--- config.mk ---
export PLATFORM = sky130hd
export DESIGN_NAME = fba_ctrl
export DESIGN_NICKNAME = d
export VERILOG_FILES = /design/src/rtl/core/frame_bitmap_allocator_defines.svh /design/src/rtl/core/fba_pkg.sv /design/src/rtl/core/fba_ctrl.sv
export SDC_FILE = /design/constraint.sdc
export NUM_CORES = 1
export LEC_CHECK = 0
export ABC_CLOCK_PERIOD_IN_PS = 1500
export BUFFER_PORTS_ARGS = -buffer_cell sky130_fd_sc_hd__buf_2
export CORE_AREA = 2 2 39 41
export DETAILED_ROUTE_END_ITERATION = 10
export DIE_AREA = 0 0 41 43
export GPL_TIMING_DRIVEN = 0
export PLACE_DENSITY = 0.55
export SETUP_SLACK_MARGIN = 0.2
export SYNTH_ARGS = -nofsm -noshare
export SYNTH_HDL_FRONTEND = slang
export SYNTH_SLANG_ARGS = --single-unit
--- constraint.sdc ---
create_clock -name clk -period 1.5 [get_ports clk]
set_input_delay 0.075 -clock clk [delete_from_list [all_inputs] [get_ports clk]]
set_output_delay 0.075 -clock clk [all_outputs]
set_load 0.02 [all_outputs]
--- src/rtl/core/frame_bitmap_allocator_defines.svh ---
// assertion macros shared by the allocator
`ifndef FRAME_BITMAP_ALLOCATOR_DEFINES_SVH
`define FRAME_BITMAP_ALLOCATOR_DEFINES_SVH

// same-cycle implication on clk, off while arst_n is low
`define FBA_ASSERT_SAME(lbl, ante, cons, msg) \
	lbl: assert property (@(posedge clk) disable iff (!arst_n) (ante) |-> (cons)) \
		else $error(msg);

// next-cycle implication on clk, off while arst_n is low
`define FBA_ASSERT_NEXT(lbl, ante, cons, msg) \
	lbl: assert property (@(posedge clk) disable iff (!arst_n) (ante) |=> (cons)) \
		else $error(msg);

`endif

--- src/rtl/core/fba_pkg.sv ---
package fba_pkg;

	localparam int DEFAULT_MAX_FRAMES = 4096;
	localparam int WORD_BITS          = 32;
	localparam int BIT_W              = 5;
	localparam int PAGE_SHIFT         = 12;
	localparam int PFN_W              = 20;
	localparam int ADDR_W             = 32;
	localparam int FRAME_COUNT_W      = 13;
	localparam logic [FRAME_COUNT_W-1:0] FRAME_COUNT_RST = 13'd4096;
	localparam int S_TDATA_W          = 56;
	localparam int M_TDATA_W          = 24;

	typedef enum logic [1:0] {
		ST_DONE   = 2'd0,
		ST_MAPPED = 2'd1,
		ST_NOFREE = 2'd2,
		ST_RANGE  = 2'd3
	} status_t;

	// commands from the controller to the datapath
	typedef struct packed {
		logic    load;
		logic    clr_wr;
		logic    scan_start;
		logic    scan_rd;
		logic    claim_rd;
		logic    claim_wr;
		logic    hit_wr;
		logic    set_status;
		status_t status;
		logic    out_load;
	} dp_cmd_t;

	// status from the datapath to the controller
	typedef struct packed {
		logic clr_last;
		logic mapped;
		logic claim;
		logic range;
		logic lim_zero;
		logic chk_valid;
		logic chk_found;
		logic chk_last;
		logic out_free;
	} dp_stat_t;

endpackage

--- src/rtl/core/fba_ctrl.sv ---
module fba_ctrl (
	input  logic             clk,
	input  logic             arst_n,
	input  logic             in_valid,
	output logic             in_ready,
	output fba_pkg::dp_cmd_t cmd,
	input  fba_pkg::dp_stat_t stat
);
	import fba_pkg::*;

	typedef enum logic [2:0] {
		S_CLEAR,
		S_IDLE,
		S_DISPATCH,
		S_SCAN,
		S_CLAIM,
		S_RESULT
	} state_t;

	state_t state_q;
	state_t state_nxt;

	always_comb begin
		state_nxt = state_q;
		cmd       = '0;
		cmd.status = ST_DONE;
		in_ready  = 1'b0;
		unique case (state_q)
			S_CLEAR: begin
				cmd.clr_wr = 1'b1;
				if (stat.clr_last) begin
					state_nxt = S_IDLE;
				end
			end
			S_IDLE: begin
				in_ready = 1'b1;
				if (in_valid) begin
					cmd.load  = 1'b1;
					state_nxt = S_DISPATCH;
				end
			end
			S_DISPATCH: begin
				priority if (stat.mapped) begin
					cmd.set_status = 1'b1;
					cmd.status     = ST_MAPPED;
					state_nxt      = S_RESULT;
				end else if (stat.claim && stat.range) begin
					cmd.set_status = 1'b1;
					cmd.status     = ST_RANGE;
					state_nxt      = S_RESULT;
				end else if (stat.claim) begin
					cmd.claim_rd = 1'b1;
					state_nxt    = S_CLAIM;
				end else if (stat.lim_zero) begin
					cmd.set_status = 1'b1;
					cmd.status     = ST_NOFREE;
					state_nxt      = S_RESULT;
				end else begin
					cmd.scan_start = 1'b1;
					state_nxt      = S_SCAN;
				end
			end
			S_SCAN: begin
				priority if (stat.chk_valid && stat.chk_found) begin
					cmd.hit_wr     = 1'b1;
					cmd.set_status = 1'b1;
					cmd.status     = ST_DONE;
					state_nxt      = S_RESULT;
				end else if (stat.chk_valid && stat.chk_last) begin
					cmd.set_status = 1'b1;
					cmd.status     = ST_NOFREE;
					state_nxt      = S_RESULT;
				end else begin
					cmd.scan_rd = 1'b1;
				end
			end
			S_CLAIM: begin
				cmd.claim_wr   = 1'b1;
				cmd.set_status = 1'b1;
				cmd.status     = ST_DONE;
				state_nxt      = S_RESULT;
			end
			S_RESULT: begin
				if (stat.out_free) begin
					cmd.out_load = 1'b1;
					state_nxt    = S_IDLE;
				end
			end
			default: begin
				state_nxt = S_CLEAR;
			end
		endcase
	end

	always_ff @(posedge clk or negedge arst_n) begin
		if (!arst_n) begin
			state_q <= S_CLEAR;
		end else begin
			state_q <= state_nxt;
		end
	end

endmodule

# Yosys cells after proc, flatten, opt, wreduce, memory -nomap -nowiden
# Cells that the tools add are included.
# op_classes
reduce_logical,5
n_mux,38
eq_ne,9
# op_table
op,count
2-to-1 mux 3 bit,15
2-to-1 mux 1 bit,21
one-hot mux 3 bit (6 select lines),1
one-hot mux 3 bit (3 select lines),1
"== test 3 x 2 -> 1 bit, second input constant",2
"== test 3 bit, second input constant",2
"!= test 2 bit, second input constant",3
AND reduction 4 bit,1
"== test 3 x 1 -> 1 bit, second input constant",1
logical AND 1 bit,3
logical NOT 3 bit,1
"!= test 3 bit, second input constant",1
# totals
in_bits,12
regBits,3
output_inout_bits,12

# Longest topological paths before layout
# depth
depth_word,5
mapped_depth,5
depth_no_buf,4

# Least setup slack after synthesis
# OpenSTA, ideal clock, no wires.
# synth_timing
kind,reg-to-reg
from,reg state_q[0]
to,reg state_q[0]
path_buffers,1
t_arrival_ns,1.638
stages_incl_launch_ff,6
path_slack_ns,-0.271
cell_sequence,dfrtp_1 -> clkbuf_1 -> nor3b_1 -> nand2_1 -> inv_1 -> a211oi_1
# synth_between
elab_chain_cells,3
# synth_lines
item,line,source
from (decl),fba_ctrl.sv:20,state_t state_q;
from (signal assigned),fba_ctrl.sv:99,state_q <= state_nxt;
"== test 3 x 2 -> 1 bit, or another cell as far along",fba_ctrl.sv:28,unique case (state_q)
!= test 3 bit (no source line) / != test 2 bit (equally long branches),-,
AND reduction 4 bit (no source line),-,
# Several ways; a longest one is shown, not always the timed one.
# A chain may end at the register's enable or synchronous reset.

==> summary.md <==
| Metric | Value |
|---|---|
| Status | `finished with violations` |
| Failing checks | `setup timing` |
| Htree depth | `1` |
| Synthesized area | `320.3 µm²` |
| Worst-Skew Late Latency | `240 ps` |
| Internal power | `0.0007135 W` |
| Clock tree from TritonCTS | `done` |
| Final HPWL DP | `725.4 µm` |
| Io pins | `24` |
| Crit-path max FO | `3` |
| Flop-to-flop setup slack | `-170 ps` |
| Worst Path Required | `approximately 1400 ps` |
| Max VDD drop | `0.0008663 V` |
| Hold slack | `approximately 120 ps` |
| Clock power share | `12.2%` |
| Register area share after synthesis | `between 20% and 30%` |
| PnR worst setup slack | `-253.2 ps` |
| Syn_area_per_cell | `7.626 µm²` |
| Fin. max-slew vios | `0` |
| CP endpoint kind | `output pin` |
| Most frequent cells in the layout | `buf_2, buf_6, buf_4` |
| NetSw | `0.0005098 W` |
| Reg power frac | `11.8%` |
| Max_cap viols | `0` |
| Sw Ratio | `a little over two fifths` |
| Post-Synthesis Cells | `between 40 and 50` |
| Initial Utilization | `23.15%` |
| Reg clk slew, reported paths | `40 ps` |
| Fin nets | `95` |
| Number of remaining DRC errors | `0` |
| Number of flip-flops in the largest register | `3` |
| Power Dens Cells | `roughly 1600 mW/mm²` |
| CP arrival | `1680 ps` |
| #FFs+latches synth | `3` |
| Via density | `4.816` |
| Vias in the first global route | `491` |
| Largest register by flop count | `state_q` |
| Clock sinks | `3` |
| Setup violations, final | `4` |
| Initial antenna violation count | `0` |
| Global-route wire length before repair | `1925 µm` |
| Slew HR | `82.58%` |
| Root buffer cell | `clkbuf_4` |
| Max Fclk | `0.5704 GHz` |
| Leakage Power | `roughly 0.36 nW` |
| Synth Warn # | `0` |
| Final min period | `1753 ps` |
| CTS buffer count | `3` |
| GP Congestion | `0.6752` |
| Setup CP Type | `register to output pin` |
| Total routed wirelength | `1191 µm` |
| Tightest Pin Transition | `approximately 260 ps` |
| Final Cycle Share | `116.9%` |
| Biggest regs | `state_q (3)` |
| Share of cells above drive strength 1 | `74.39%` |
| Vias | `472` |
| Non-filler cells, final | `98` |
| Synth unique cells | `25` |
| N_diodes | `0` |
| Port bufs | `23` |
| RSZ-0062 raised after global routing | `true` |
| DIE AREA | `0.001763 mm²` |
| Post-Syn Nets | `54` |
| CTS Buffer Depth | `2` |
| Routed WL per cell | `between 10 and 15 µm` |
| Core Box Area | `0.001384 mm²` |
| Comb pwr share | `76.0%` |
| Final hold violations | `0` |
| CP Launch Type | `register` |
| Largest net degree at the start of global routing | `11` |
| Chip height | `about 43 µm` |
| GRT Total Usage | `16.38%` |
| Syn-to-layout area delta | `139.1%` |
| GRT overflow | `0` |
| Post-Place Cells | `81` |
| FP Rows | `14` |
| Tightest Hold Check Type | `input port to register` |
| ANT nets after route | `0` |
| Die W | `between 40 and 50 µm` |
| DRT iter0 DRCs | `4` |
| Worst Clk Skew | `5.938 ps` |
| Drt pass-1 iters | `4` |
## critical path, stage by stage (launching register included)
cell     delay [ps]
dfrtp_1         380
or4b_4          540
or3_4           360
inv_4            60
buf_6           100
## per-stage QoR
step | setup TNS, ps | setup slack, ps | total power [W] | cell area (µm²) | util [%]
6_report | -790.2 | -253.2 | 0.001223 | 765.7 | 55.33
5_1_grt | -1142 | -316.9 | 0.001310 | 765.7 | 55.33
4_1_cts | -785.0 | -251.1 | 0.001190 | 753.2 | 54.43
3_5_place_dp | -151.6 | -129.0 | 0.0006517 | 485.5 | 35.08
3_3_place_gp | -149.8 | -127.7 | 0.0006487 | 485.5 | 35.08
2_1_floorplan | 0 | 36.16 | 0.0005085 | 350.3 | -
## worst paths after layout
path	end	start	cells past startpoint
max in group asynchronous	state_q[2]$_DFFE_PN0P_	arst_n	2
setup / recovery	cmd[8]	state_q[0]$_DFFE_PN0P_	4
hold / removal	state_q[0]$_DFFE_PN0P_	in_valid	4
setup reg to reg	state_q[1]$_DFFE_PN0P_	state_q[0]$_DFFE_PN0P_	5
min in group asynchronous	state_q[1]$_DFFE_PN0P_	arst_n	2
hold reg to reg	state_q[0]$_DFFE_PN0P_	state_q[2]$_DFFE_PN0P_	3
## final cells by class
| class | instances | area (µm²) |
|---|---|---|
| plain buffers | 1 | 5.005 |
| clock buffers | 4 | 26.28 |
| fillers | 132 | 618.1 |
| inverters | 4 | 17.52 |
| multi-input cells | 34 | 315.3 |
| flip-flops and latches | 3 | 77.57 |
| well taps | 16 | 20.02 |
| repair buffers | 36 | 304.0 |
## per-layer routing
metal	part of all wire, %	up-vias	GRT usage, %
met2	55	21	27.81
met5	0	-	0
met1	38	213	17.74
li1	-	238	-
met3	7.4	0	3.665
met4	0	0	8.000
## synthesized netlist by cell type
library cell  count  area (µm²)
or4_1             1       7.510
o21ai_1           1       5.000
nor2_1            5       18.77
a211oi_1          1       7.510
clkbuf_1          1       3.750
nor2b_1           2       12.51
dfrtp_1           3       75.07
o32ai_1           1       8.760
or4b_4            1       13.76
inv_1             4       15.01
o211ai_2          1       12.51
a21oi_1           2       10.01
a32oi_1           1       8.760
nand2b_1          2       12.51
nand4bb_1         1       11.26
mux2i_1           1       10.01
nand2_1           3       11.26
nor3_1            2       10.01
nand3_1           2       10.01
or3_4             1       11.26
and2b_1           1       7.510
nor3b_1           2       15.01
or3_1             1       6.260
o221ai_1          1       8.760
o21a_1            1       7.510
## power groups by stage
| stage | sequential, W | combinational, W | clock, W |
|---|---|---|---|
| after floorplan | 0.000166 | 0.000342 | 0 |
| after global placement | 0.000181 | 0.000468 | 0 |
| after detailed placement | 0.000183 | 0.000469 | 0 |
| after CTS | 0.000142 | 0.000897 | 0.000150 |
| after global routing | 0.000149 | 0.000992 | 0.000169 |
| final | 0.000145 | 0.000930 | 0.000149 |
## cells by family after synthesis
family / share of synthesized area (%)
flip-flops: 23.44
multiplexers: 3.125
buffers and inverters: 5.857
AO/OA/AOI/OAI: 21.49
AND/OR/NAND/NOR: 46.09
## repair_timing
action / 4_1_cts / 5_1_grt
resized for setup: 37 / 4
setup endpoints to repair: 10 / 15
pin swaps: 10 / 1
setup buffers: 12 / 0
gates cloned: 0 / 0
hold endpoints to repair: 3 / 0
hold buffers: 1 / 0
Note: power is estimated with default switching activity, not from simulation.
